## config.mk

```make
export PLATFORM = sky130hd
export DESIGN_NAME = cau_sat
export DESIGN_NICKNAME = d
export VERILOG_FILES = /design/src/sv/cau_pkg.sv /design/src/sv/cau_sat.sv
export SDC_FILE = /design/constraint.sdc
export NUM_CORES = 1
export LEC_CHECK = 0
export ABC_CLOCK_PERIOD_IN_PS = 4070
export CAP_MARGIN = 15
export CORE_ASPECT_RATIO = 0.8
export CORE_MARGIN = 5
export CORE_UTILIZATION = 64
export DETAILED_ROUTE_END_ITERATION = 8
export DONT_BUFFER_PORTS = 1
export PLACE_DENSITY = 0.87
export SLEW_MARGIN = 5
export SYNTH_ARGS = -nofsm -noshare
export SYNTH_HDL_FRONTEND = slang
export SYNTH_SLANG_ARGS = --single-unit
```

## constraint.sdc

```tcl
create_clock -name clk -period 4.07 [get_ports clk]
set_input_delay 0.2035 -clock clk [delete_from_list [all_inputs] [get_ports clk]]
set_output_delay 0.2035 -clock clk [all_outputs]
set_load 0.005 [all_outputs]
```

## src/sv/cau_pkg.sv

```systemverilog
// shared types and constants for the complex arithmetic unit
package cau_pkg;

  // width of every operand and result field on the ports
  localparam int FIELD_W = 32;

  typedef enum logic [1:0] {
    ACT_ADD = 2'd0,
    ACT_SUB = 2'd1,
    ACT_MUL = 2'd2,
    ACT_DIV = 2'd3
  } action_t;

  // per-item control that travels with the data behind the front end
  // index 0 is the real part, index 1 the imaginary part
  typedef struct packed {
    logic       is_div;
    logic       dz;
    logic [1:0] neg;
    logic [1:0] ovf;
  } ctl_t;

endpackage

```

## src/sv/cau_sat.sv

```systemverilog
// saturation, sign restore and output register
module cau_sat #(
  parameter int DATA_WIDTH = 32
) (
  input  logic                        clk,
  input  logic                        rst_n,
  input  logic                        up_valid,
  output logic                        up_ready,
  input  cau_pkg::ctl_t               ctl_i,
  input  logic [1:0][DATA_WIDTH-1:0]  quo_i,
  output logic                        out_valid,
  input  logic                        out_ready,
  output logic [cau_pkg::FIELD_W-1:0] out_res_real,
  output logic [cau_pkg::FIELD_W-1:0] out_res_imag,
  output logic                        out_overflow,
  output logic                        out_div_by_zero
);

  localparam int DW = DATA_WIDTH;
  localparam int FW = cau_pkg::FIELD_W;
  localparam logic [DW-1:0] MAXP = {1'b0, {(DW-1){1'b1}}};
  localparam logic [DW-1:0] MINN = {1'b1, {(DW-1){1'b0}}};

  logic [1:0]         over;
  logic [1:0][DW-1:0] val_nxt;

  logic               vld_r;
  logic [1:0][DW-1:0] val_r;
  logic               ovf_r;
  logic               dz_r;

  assign up_ready  = !vld_r || out_ready;
  assign out_valid = vld_r;

  always_comb begin
    for (int k = 0; k < 2; k++) begin
      if (ctl_i.neg[k]) begin
        over[k]    = ctl_i.ovf[k] || (quo_i[k] > MINN);
        val_nxt[k] = over[k] ? MINN : -quo_i[k];
      end else begin
        over[k]    = ctl_i.ovf[k] || (quo_i[k] > MAXP);
        val_nxt[k] = over[k] ? MAXP : quo_i[k];
      end
      if (ctl_i.dz) begin
        over[k]    = 1'b0;
        val_nxt[k] = '0;
      end
    end
  end

  always_ff @(posedge clk) begin
    if (!rst_n) begin
      vld_r <= 1'b0;
    end else if (up_ready) begin
      vld_r <= up_valid;
    end
  end

  always_ff @(posedge clk) begin
    if (up_ready) begin
      val_r <= val_nxt;
      ovf_r <= |over;
      dz_r  <= ctl_i.dz;
    end
  end

  if (DW >= FW) begin : g_trunc
    assign out_res_real = val_r[0][FW-1:0];
    assign out_res_imag = val_r[1][FW-1:0];
  end else begin : g_sext
    assign out_res_real = {{(FW-DW){val_r[0][DW-1]}}, val_r[0]};
    assign out_res_imag = {{(FW-DW){val_r[1][DW-1]}}, val_r[1]};
  end

  assign out_overflow    = ovf_r;
  assign out_div_by_zero = dz_r;

endmodule

```

==> metrics.yaml <==
die:
  fp.dieH_um: 84.03
  row_count: 27
  dieWidth_um: 102.5
  initial_core_utilization: 0.6457
  dieArea_um2: 8616
  top_level_ports: 142
  core_um2: 6790
clocking:
  clock_sinks: 67
  htree_num_levels: 3
  tritoncts: "built"
  clkLatencyLatePin_ns: 0.35
  cts.path.max_buffers: 2
  postCtsSetupBuffers: 0
  cts_inserted_buffers: 9
  clkSlewWorstSetupHoldPaths_ns: 0.08
  cts_root_cell: "clkbuf_8"
setup_path:
  setup.worst_path.class: "input port to register"
  critical_path_required_ns: 4.22
  worstSetupEndpointType: "register"
  worstPathArrival_ns: 2.84
  critPathMaxFanout: 24
  worst_setup_path_start_kind: "input port"
power_and_ir_drop:
  post-layout-total-power_mw: 1.756
  p_leak_nw: 1.549
  vdd.ir_drop.worst_v: 0.0003002
  power.density_cell_area_nw_per_um2: 377.1
cells_and_area:
  num-nets-final: 536
  post_route_cells_drive_above_1_share: 0.08172
  final_util: 0.6860
  fill_cells: 519
  area.growth.synth_to_final_pct: 6.250
  number_of_antenna_repair_diodes: 0
routing:
  route.detailed.vias_per_inst: 7.397
  detailroute.via_count: 4083
  total_length_of_routed_wires_mm: 12.27
  drt-wirelength-per-cell_um: 22.24
  dr.pass1.iters: 5
  ant_nets: 0
  drc: 0
  drt_iter0_drc: 549
synth:
  asyncSetResetFlopFracSynth: 0
  synth-warning-count: 0
  synth.yosys.seq_area_share: 0.4566
  synthFlopType: "edfxtp_1"
  synth.avg_cell_area_um2: 9.191
  synth_cells: 477
  number_of_enable_flip_flop_cells_after_synthesis: 66
  synth_top_cell_by_area: "edfxtp_1"
  synth_nets: 553
  synth_top_area_share: 0.4521
  yosys.cell_count.top_type: "edfxtp_1"
  synth_area_um2: 4384
  count_of_state_elements_after_synthesis: 67
  synth_cell_types: 61
  ys_top_cells_by_area: "edfxtp_1, a21oi_1, a311oi_1"
  most_common_library_cells_after_synthesis: "edfxtp_1, a21oi_1, nor2_1"
sta:
  tightest_slew_ns: 0.9742
  finalWorstPathRequiredPeriod_ns: 2.693
  finalSetupTns_ns: 0
  slew_headroom: 0.3506
  clock.fmax_mhz: 371.4
  finalCritPeriodShare: 0.6616
  setup_viol: 0
  fin_worst_hold_slack_ns: 0.03451
  final-max-slew-violation-count: 0
  fin_worst_skew_ns: 0.003447
  final-hold-violation-count: 0
  rsz0062_at_grt: "no"
grt:
  all_layer_gr_usage: 0.2790
  grt_pass1_wl_mm: 18.78
  antenna_violations_before_repair: 0
  overflow: 0
  grt_pass1_vias: 3504
  grt_start_max_net_pins: 69
place:
  detailed_place_hpwl_mm: 8.628
  placement.io_buffers: 0
  place_congestion: 0.8684
hold_path:
  hold_crit_path_type: "input port to register"
job:
  cap_violations: 0
outcome:
  outcome: "completed"
[cell usage in the layout, fill, tap and decap left out, types with 3 or more instances in the layout]
cell type	n
a211oi_1	18
or2_2	4
a211o_1	3
and2_1	5
nor2_1	49
nand4_1	14
nor3_1	18
a31o_2	4
a311oi_1	21
or4_1	8
nor4_1	11
nand2_1	34
bufinv_16	4
clkbuf_8	9
o31ai_1	3
a21oi_1	49
or3_1	9
nand3b_1	3
o22ai_1	6
edfxtp_1	66
nor3b_1	3
inv_1	16
o21ai_0	22
nand3_1	20
dlygate4sd3_1	3
a31oi_1	13
[cell families (layout without fill, tap and decap cells)]
| kind of cell | count (synthesis) | count (layout) | share of synthesized area |
|---|---|---|---|
| AO/OA/AOI/OAI | 156 | 156 | 0.2380 |
| XOR/XNOR | 1 | 1 | 0.001998 |
| adder cells (fa/ha/maj) | 2 | 2 | 0.005707 |
| buffers and inverters | 50 | 38 | 0.05051 |
| flip-flops | 67 | 67 | 0.4566 |
| multiplexers | 2 | 2 | 0.004566 |
| AND/OR/NAND/NOR | 199 | 199 | 0.2426 |
[power by group]
group          switching [mW]  internal, mW
clock network           0.270         0.468
registers              0.0375         0.831
logic                  0.0939        0.0561
[sequential cells by signal, indices dropped and copies added (netlist names)]
name	cells
out_res_imag	32
out_overflow	1
out_valid	1
out_div_by_zero	1
out_res_real	32
[worst max-delay path: stages]
cell and delay [ns]:
inv_1 0.06, ha_1 0.19, or3b_2 0.54, or4_4 0.65, o31ai_4 0.50, o21ai_4 0.29, a311oi_1 0.39
[per-stage QoR]
stage / cells / setup slack [ns] / area [um2]
floorplan: 477 / 1.437 / 4384
CTS: 552 / 1.423 / 4658
detailed placement: 533 / 1.062 / 4364
finish: 552 / 1.377 / 4658
global placement: 533 / 1.197 / 4364
global route: 552 / 1.272 / 4658
[metal layers]
| metal | vias to the layer above | global-route usage | routed length (um) |
|---|---|---|---|
| li1 | 1855 | - | - |
| met1 | 1886 | 0.4056 | 4879 |
| met2 | 315 | 0.3839 | 5382 |
| met3 | 27 | 0.1044 | 1812 |
| met4 | 0 | 0.08582 | 200 |
| met5 | - | 0 | 0 |
[what timing repair did]
action / CTS / global route
endpoints found under the setup margin: 0 / 0
gates resized for setup: 0 / 0
hold buffers: 3 / 0
endpoints found under the hold margin: 2 / 0
[area by class of cell]
type                    count  area [um2]  area share
clock inverters             7       140.1     0.03008
multi-input cells         360        2175      0.4668
inverters                  17       63.81     0.01370
repair buffers              5       45.04    0.009670
well taps                  87       108.9     0.02337
clock buffers               9       123.9     0.02659
flip-flops and latches     67        2002      0.4298
[final timing paths]
path | slack, ns | start | depth (start not counted) | endpoint
worst max-delay path | 1.38 | quo_i[1] | 7 | out_res_real[4]$_SDFFCE_PP0P_
worst min-delay path | 0.03 | ctl_i[4] | 1 | out_res_real[0]$_SDFFCE_PP0P_
worst max register to register | 2.10 | out_valid$_SDFFE_PN0P_ | 3 | out_valid$_SDFFE_PN0P_
worst min register to register | 1.29 | out_valid$_SDFFE_PN0P_ | 1 | out_res_real[24]$_SDFFCE_PP0P_
No activity file was read; power rests on OpenSTA's default activity.
