--- config.mk ---
export PLATFORM = sky130hd
export DESIGN_NAME = cau_div_stage
export DESIGN_NICKNAME = d
export VERILOG_FILES = /design/src/sv/cau_pkg.sv /design/src/sv/cau_div_stage.sv
export SDC_FILE = /design/constraint.sdc
export NUM_CORES = 1
export LEC_CHECK = 0
export ABC_AREA = 0
export BUFFER_PORTS_ARGS = -buffer_cell sky130_fd_sc_hd__clkbuf_2
export CORE_AREA = 4 4 253 255
export CTS_CLUSTER_SIZE = 14
export DETAILED_ROUTE_END_ITERATION = 8
export DIE_AREA = 0 0 257 259
export GPL_TIMING_DRIVEN = 0
export SLEW_MARGIN = 20
export SYNTH_ARGS = -nofsm -noshare
export SYNTH_HDL_FRONTEND = slang
export SYNTH_SLANG_ARGS = --single-unit
--- constraint.sdc ---
create_clock -name clk -period 30 [get_ports clk]
set_input_delay 1.5 -clock clk [delete_from_list [all_inputs] [get_ports clk]]
set_output_delay 1.5 -clock clk [all_outputs]
set_load 0.005 [all_outputs]
--- src/sv/cau_pkg.sv ---
// shared types and constants for the complex arithmetic unit
package cau_pkg;

  // width of every operand and result field on the ports
  localparam int FIELD_W = 32;

  typedef enum logic [1:0] {
    ACT_ADD = 2'd0,
    ACT_SUB = 2'd1,
    ACT_MUL = 2'd2,
    ACT_DIV = 2'd3
  } action_t;

  // per-item control that travels with the data behind the front end
  // index 0 is the real part, index 1 the imaginary part
  typedef struct packed {
    logic       is_div;
    logic       dz;
    logic [1:0] neg;
    logic [1:0] ovf;
  } ctl_t;

endpackage

--- src/sv/cau_div_stage.sv ---
// one restoring division step: one quotient bit per part
module cau_div_stage #(
  parameter int DATA_WIDTH = 32
) (
  input  logic                         clk,
  input  logic                         rst_n,
  input  logic                         up_valid,
  output logic                         up_ready,
  input  cau_pkg::ctl_t                ctl_i,
  input  logic [2*DATA_WIDTH-1:0]      den_i,
  input  logic [1:0][2*DATA_WIDTH-1:0] rem_i,
  input  logic [1:0][DATA_WIDTH-1:0]   low_i,
  input  logic [1:0][DATA_WIDTH-1:0]   quo_i,
  output logic                         down_valid,
  input  logic                         down_ready,
  output cau_pkg::ctl_t                ctl_o,
  output logic [2*DATA_WIDTH-1:0]      den_o,
  output logic [1:0][2*DATA_WIDTH-1:0] rem_o,
  output logic [1:0][DATA_WIDTH-1:0]   low_o,
  output logic [1:0][DATA_WIDTH-1:0]   quo_o
);

  localparam int DW = DATA_WIDTH;
  localparam int PW = 2 * DW;

  logic               vld_r;
  cau_pkg::ctl_t      ctl_r;
  logic [PW-1:0]      den_r;
  logic [1:0][PW-1:0] rem_r;
  logic [1:0][DW-1:0] low_r;
  logic [1:0][DW-1:0] quo_r;

  logic [PW:0]        trial;
  logic [PW+1:0]      diff;
  logic               ge;
  logic [1:0][PW-1:0] rem_nxt;
  logic [1:0][DW-1:0] low_nxt;
  logic [1:0][DW-1:0] quo_nxt;

  assign up_ready   = !vld_r || down_ready;
  assign down_valid = vld_r;

  always_comb begin
    trial   = '0;
    diff    = '0;
    ge      = 1'b0;
    rem_nxt = rem_i;
    low_nxt = low_i;
    quo_nxt = quo_i;
    if (ctl_i.is_div) begin
      for (int k = 0; k < 2; k++) begin
        trial      = {rem_i[k], low_i[k][DW-1]};
        diff       = {1'b0, trial} - {2'b00, den_i};
        ge         = !diff[PW+1];
        rem_nxt[k] = ge ? diff[PW-1:0] : trial[PW-1:0];
        low_nxt[k] = {low_i[k][DW-2:0], 1'b0};
        quo_nxt[k] = {quo_i[k][DW-2:0], ge};
      end
    end
  end

  always_ff @(posedge clk) begin
    if (!rst_n) begin
      vld_r <= 1'b0;
    end else if (up_ready) begin
      vld_r <= up_valid;
    end
  end

  always_ff @(posedge clk) begin
    if (up_ready) begin
      ctl_r <= ctl_i;
      den_r <= den_i;
      rem_r <= rem_nxt;
      low_r <= low_nxt;
      quo_r <= quo_nxt;
    end
  end

  assign ctl_o = ctl_r;
  assign den_o = den_r;
  assign rem_o = rem_r;
  assign low_o = low_r;
  assign quo_o = quo_r;

endmodule

==> impl_metrics.tcl, run 1 <==
set metrics [dict create \
    grt_pass1_vias 21000 \
    fp.coreArea_um2 61600 \
    ys.flop_type "edfxtp_1" \
    regToRegSetupSlack_ps 27910 \
    cts_buffers 37 \
    syn_inst 2219 \
    stdcell_count 3788 \
    cp-end-kind "flop" \
    finalSetupTns_ps 0 \
    status "finished, final reports clean" \
    final_common_cell "clkbuf_2" \
    viasPerCell 5.53 \
    drt-total-wl_mm 98.2 \
    cts_max_level 2 \
    finClkSkew_ps 13.8 \
    hold_buffers 0 \
    clockBufferDepth 3 \
    async_flop_share 0 \
    powerDensity_nw_per_um2 51.7 \
    dieArea_um2 66600 \
    gp_congestion 1.04 \
    syn-num-nets 2679 \
    drv_slew 0 \
    r2r_end "den_o[24]$_DFFE_PP_" \
    hold_ws_ps 977 \
    grt_use_total 0.279 \
    wl_per_cell_um 25.9 \
    grt_first_pass_wirelength_mm 139 \
    worstPathRequired_ps 30230 \
    cts_num_sinks 327 \
    grt_max_degree 60 \
    arrival_ps 6130 \
    period_needed_ps 5900 \
    antenna_found_initial 17 \
    port_buffers 657 \
    rows 91 \
    slew_headroom 0.274 \
    detail-route-antenna-nets 0 \
    grt.overflow.total 0 \
    area_growth_pct 25.9 \
    postCtsSetupRepairBufs 0 \
    multi_input_area_um2 11100 \
    route.vias.total 21000 \
    layout_common_cells "659 x clkbuf_2, 326 x edfxtp_1, 272 x a21oi_1, 220 x nor2_1, 199 x nand2_1" \
    die_x_um 257 \
    dp_hpwl_mm 80.8 \
    total_leakage_power_uw 0.0123 \
    synth.distinct_cells 82 \
    cts-root-buf "clkbuf_16" \
    critical_path_class "in -> reg" \
    syn-mean-instance-area_um2 9.83 \
    dp_cells 3719 \
    hp-class "reg -> reg" \
    cp-start-kind "primary input" \
    initial_core_util 0.354 \
    cp_max_fo 10 \
    period_share 0.197 \
    hold_end "den_o[58]$_DFFE_PP_" \
    synth_edf_count 326 \
    ys_seq_area_frac 0.450 \
    max-cap-violations 0 \
    cts_tree "built" \
    clk_latency_ps 560 \
    post_cts_resized 0 \
    fin_nets 3381 \
    drive_gt1_frac 0.303 \
    netlist_area_um2 21800 \
    yosysWarnings 0 \
    drt_iter0_markers 1710 \
    drt_pass1_iterations 6 \
    fin_util 0.446 \
    r2r-start "down_valid$_SDFFE_PN0P_" \
    yosys_register_bits 327 \
    setup_ws_ps 24100 \
    seqCellArea_um2 9810 \
    drc 0 \
    fillers 6090 \
    reg2regPathDepth 4 \
    worstHoldStart "down_valid$_SDFFE_PN0P_" \
    hold_viol_final 0 \
    ir_drop_uv 36.8 \
    setup_viol 0 \
    io_pins 658 \
    tightest_slew_ps 1090 \
    hold_path_depth 1 \
    die_h_um 259 \
    dp_slack_ps 23610 \
    max_freq_ghz 0.170 \
    clk_pin_slew_ps 60 \
    rsz0062_at_grt "no" \
]
-- routing by layer --
metal | up-vias | track usage | share of wire
li1 | 9642 | - | -
met1 | 10100 | 0.322 | 0.38
met2 | 1002 | 0.508 | 0.51
met3 | 194 | 0.0604 | 0.073
met4 | 16 | 0.103 | 0.042
met5 | - | 0 | 0.0011
-- kinds of logic (layout without fill, tap and decap cells) --
group                    count (synthesis)  after routing  synth area share
other                                    0              5                 0
AO/OA/AOI/OAI                          664            664             0.189
AND/OR/NAND/NOR                        629            629             0.131
adder cells (fa/ha/maj)                130            130            0.0753
XOR/XNOR                               105            105            0.0422
flip-flops                             327            327             0.450
buffers and inverters                  222            949            0.0402
multiplexers                           142            142            0.0724
-- worst max-delay path, cell delays in order --
cell,delay [ps]
clkbuf_2,160
inv_1,150
ha_1,310
nor2b_1,150
o31a_1,290
o221ai_2,320
a211oi_2,210
o211ai_1,390
nand2_1,230
a31oi_1,510
o311a_1,600
clkbuf_1,870
nor2_1,110
a21oi_1,150
a21oi_1,150
-- registers in the layout, indices dropped and copies added, names as in the netlist --
signal      count
down_valid      1
quo_o          64
low_o          64
ctl_o           6
rem_o         128
den_o          64
-- area by class of cell --
type	count	share of cell area
antenna	5	0.000456
buffer	118	0.0178
clock buffer	45	0.0360
clock inverter	19	0.00533
inverter	104	0.0142
multi-input combinational	1670	0.406
sequential	327	0.357
tap	837	0.0381
timing repair buffer	663	0.125
-- report_power, final --
part | total [uW] | internal [uW] | switching [uW] | leakage, uW
clock network | 436 | 244 | 192 | 0.000553
registers | 582 | 562 | 20.2 | 0.00337
logic | 401 | 154 | 246 | 0.00834
-- worst max path at each step --
stage / to / depth (start not counted) / slack (ps) / start
after global placement: up_ready / 3 / 14960 / down_ready
after detailed placement: rem_o[102]$_DFFE_PP_ / 15 / 23610 / den_i[1]
after CTS: rem_o[99]$_DFFE_PP_ / 15 / 24210 / den_i[1]
after global routing: rem_o[99]$_DFFE_PP_ / 15 / 23920 / den_i[1]
after floorplan: up_ready / 1 / 19170 / down_ready
final: rem_o[99]$_DFFE_PP_ / 15 / 24100 / den_i[1]
-- per-stage QoR --
stage	power [uW]	instance area, um^2
floorplan	811	21800
global placement	995	26100
detailed placement	988	26300
CTS	1430	27400
global route	1490	27400
finish	1420	27500
-- synth_stat cells (3+ instances only) --
cell        n  area [um^2]
nor2_1    220          826
ha_1      128         1600
nor2b_1    19          119
o21ai_1     5         25.0
a311oi_1    3         26.3
o21ai_0   114          571
and3_1     27          169
or3_1       3         18.8
xnor2_1    53          464
a211o_1     5         43.8
clkbuf_1   90          338
and4_1      7         61.3
mux2i_1    15          150
a211oi_1   17          128
xor2_1     52          455
nand2b_1   14         87.6
or2_2       4         25.0
o211ai_1   14          105
o21a_1     16          120
nand3_1    41          205
nor3b_1     3         22.5
a221oi_1    9         78.8
o221ai_1    3         26.3
edfxtp_1  326         9790
nand2_1   199          747
and2_1     11         68.8
nand4_1    34          213
a21boi_0    7         52.6
a31oi_1    53          332
a21o_1     72          541
o21bai_1   25          188
buf_2      25          125
o31a_1      3         26.3
inv_1     104          390
nor3_1     26          130
o31ai_1    11         82.6
a41oi_1     3         26.3
mux2_2    127         1430
nor4b_1     3         26.3
nor4_1      6         37.5
a21oi_1   272         1360
No activity file was read; power rests on OpenSTA's default activity.
==> run 2: changes to the inputs <==
==> constraint.sdc (replaced) <==
create_clock -name clk -period 5.4 [get_ports clk]
set_input_delay 0.27 -clock clk [delete_from_list [all_inputs] [get_ports clk]]
set_output_delay 0.27 -clock clk [all_outputs]
set_load 0.005 [all_outputs]
==> run 2 against run 1 <==
  * Register-to-register slack worse by 24000 ps
  * Clock-buffer cell count is 10 higher
  * Largest power group unchanged
  * Hold slack got worse by 950 ps
  * Critical endpoint is now rem_o[92]$_DFFE_PP_
  * Critical path depth up 1
==> impl_metrics.tcl, run 2 (synthesis results as in run 1) <==
set metrics [dict create \
    grt_pass1_vias 21200 \
    worstPathRequired_ps 5630 \
    cp-end-kind "flop" \
    path_cells "dlygate4sd3_1, clkbuf_2, inv_1, ha_1, nor2b_1, o31a_1, o221ai_2, a211oi_2, o211ai_1, nand2_1, a31oi_1, o311a_1, clkbuf_1, nor2_1, a21oi_1, a21oi_1" \
    largest_reg_flops 128 \
    clockBufferDepth 3 \
    ir_drop_uv 188 \
    initial_core_util 0.354 \
    cts-root-buf "clkbuf_16" \
    arrival_ps 5170 \
    grt_first_pass_wirelength_mm 138 \
    clk_latency_ps 560 \
    slew_headroom 0.221 \
    clk_pin_slew_ps 60 \
    finalPower_uw 8020 \
    die_x_um 257 \
    grt_max_degree 60 \
    route.vias.total 21100 \
    dp_hpwl_mm 78.4 \
    viasPerCell 5.46 \
    antenna_found_initial 17 \
    hp-class "in -> reg" \
    post_cts_resized 0 \
    cts_buffers 39 \
    die_h_um 259 \
    grt.overflow.total 0 \
    cts_max_level 2 \
    fillers 5976 \
    wl_per_cell_um 25.0 \
    period_share 0.915 \
    hold_viol_final 0 \
    area_growth_pct 29.9 \
    drt-total-wl_mm 96.8 \
    tightest_slew_ps 1170 \
    postCtsSetupRepairBufs 0 \
    dieArea_um2 66600 \
    drv_slew 0 \
    io_pins 658 \
    finalSetupTns_ps 0 \
    gp_congestion 0.990 \
    rows 91 \
    cts_num_sinks 327 \
    drc 0 \
    fin_nets 3463 \
    layout_common_cells "659 x clkbuf_2, 326 x edfxtp_1, 272 x a21oi_1, 220 x nor2_1, 199 x nand2_1" \
    finClkSkew_ps 8.07 \
    hold_path_depth 2 \
    fp.coreArea_um2 61600 \
    multi_input_area_um2 11100 \
    slowest_delay_ps 820 \
    drt_iter0_markers 1798 \
    total_leakage_power_uw 0.0126 \
    cp_max_fo 10 \
    drt_pass1_iterations 5 \
    cts_tree "built" \
    max_freq_ghz 0.202 \
    grt_use_total 0.276 \
    port_buffers 657 \
    seqCellArea_um2 9810 \
    detail-route-antenna-nets 0 \
    drive_gt1_frac 0.294 \
    setup_viol 0 \
    reg2regPathDepth 4 \
    slowest_stage "clkbuf_1" \
    cp-start-kind "primary input" \
    period_needed_ps 4940 \
    final_common_cell "clkbuf_2" \
    critical_path_class "in -> reg" \
    status "finished, final reports clean" \
    powerDensity_nw_per_um2 283 \
    rsz0062_at_grt "no" \
    crit_path_frequent_cell "a21oi_1" \
    max-cap-violations 0 \
]
[run 2: changes by cell type in the layout (fill, tap and decap cells not counted)]
cell	previous run	this run
buf_12	2	0
buf_16	4	6
bufinv_16	1	2
clkbuf_1	94	103
clkbuf_16	38	40
clkbuf_8	1	0
clkinv_1	7	5
clkinv_2	6	2
clkinvlp_4	2	1
dlygate4sd3_1	0	80
inv_16	1	0
inv_6	1	3
[run 2: worst max-delay path, delay by kind of cell]
family / cells / cell delay, ps
compound gates: 8 / 2430
fa+ha+maj: 1 / 270
buf+inv: 4 / 1720
simple gates: 3 / 450
[run 2: layout make-up]
type                    instances  area share
clock inverters                14     0.00490
inverters                     104      0.0138
repair buffers                743       0.150
diodes                          5    0.000442
well taps                     837      0.0370
clock buffers                  55      0.0373
plain buffers                 118      0.0172
flip-flops and latches        327       0.346
multi-input cells            1670       0.393
[run 2: per-layer routing]
layer / track usage / part of all wire / vias to the layer above
met2: 0.499 / 0.50 / 903
li1: - / - / 9799
met1: 0.324 / 0.39 / 10200
met3: 0.0531 / 0.067 / 186
met5: 0 / 0.00095 / -
met4: 0.108 / 0.043 / 14
[run 2: path summary, 6_finish.rpt]
kind                    endpoint                    start  slack (ps)
max          rem_o[92]$_DFFE_PP_                 den_i[1]         460
min           low_o[7]$_DFFE_PP_                 low_i[7]          30
max reg2reg  rem_o[17]$_DFFE_PP_  down_valid$_SDFFE_PN0P_        3460
min reg2reg   quo_o[9]$_DFFE_PP_  down_valid$_SDFFE_PN0P_         780
[run 2: repair_timing]
item / 4_1_cts / 5_1_grt
endpoints found under the hold margin: 82 / 0
setup endpoints to repair: 0 / 0
hold buffers: 80 / 0
[run 2: report_power, final]
part / switching [uW] / internal (uW)
clock: 1060 / 1470
combinational: 1380 / 897
sequential: 102 / 3120
[run 2: per-stage QoR]
| step | std cells | util | setup slack (ps) | area, um^2 | hold WS, ps |
|---|---|---|---|---|---|
| final | 3873 | 0.460 | 459 | 28300 | 26.5 |
| after global routing | 3871 | 0.460 | 198 | 28300 | 8.50 |
| after CTS | 3868 | 0.460 | 416 | 28300 | 0.261 |
| after detailed placement | 3719 | 0.427 | 381 | 26300 | 449 |
| after global placement | 3713 | 0.425 | -1750 | 26200 | 449 |
| after floorplan | 2219 | - | 249 | 21800 | 369 |
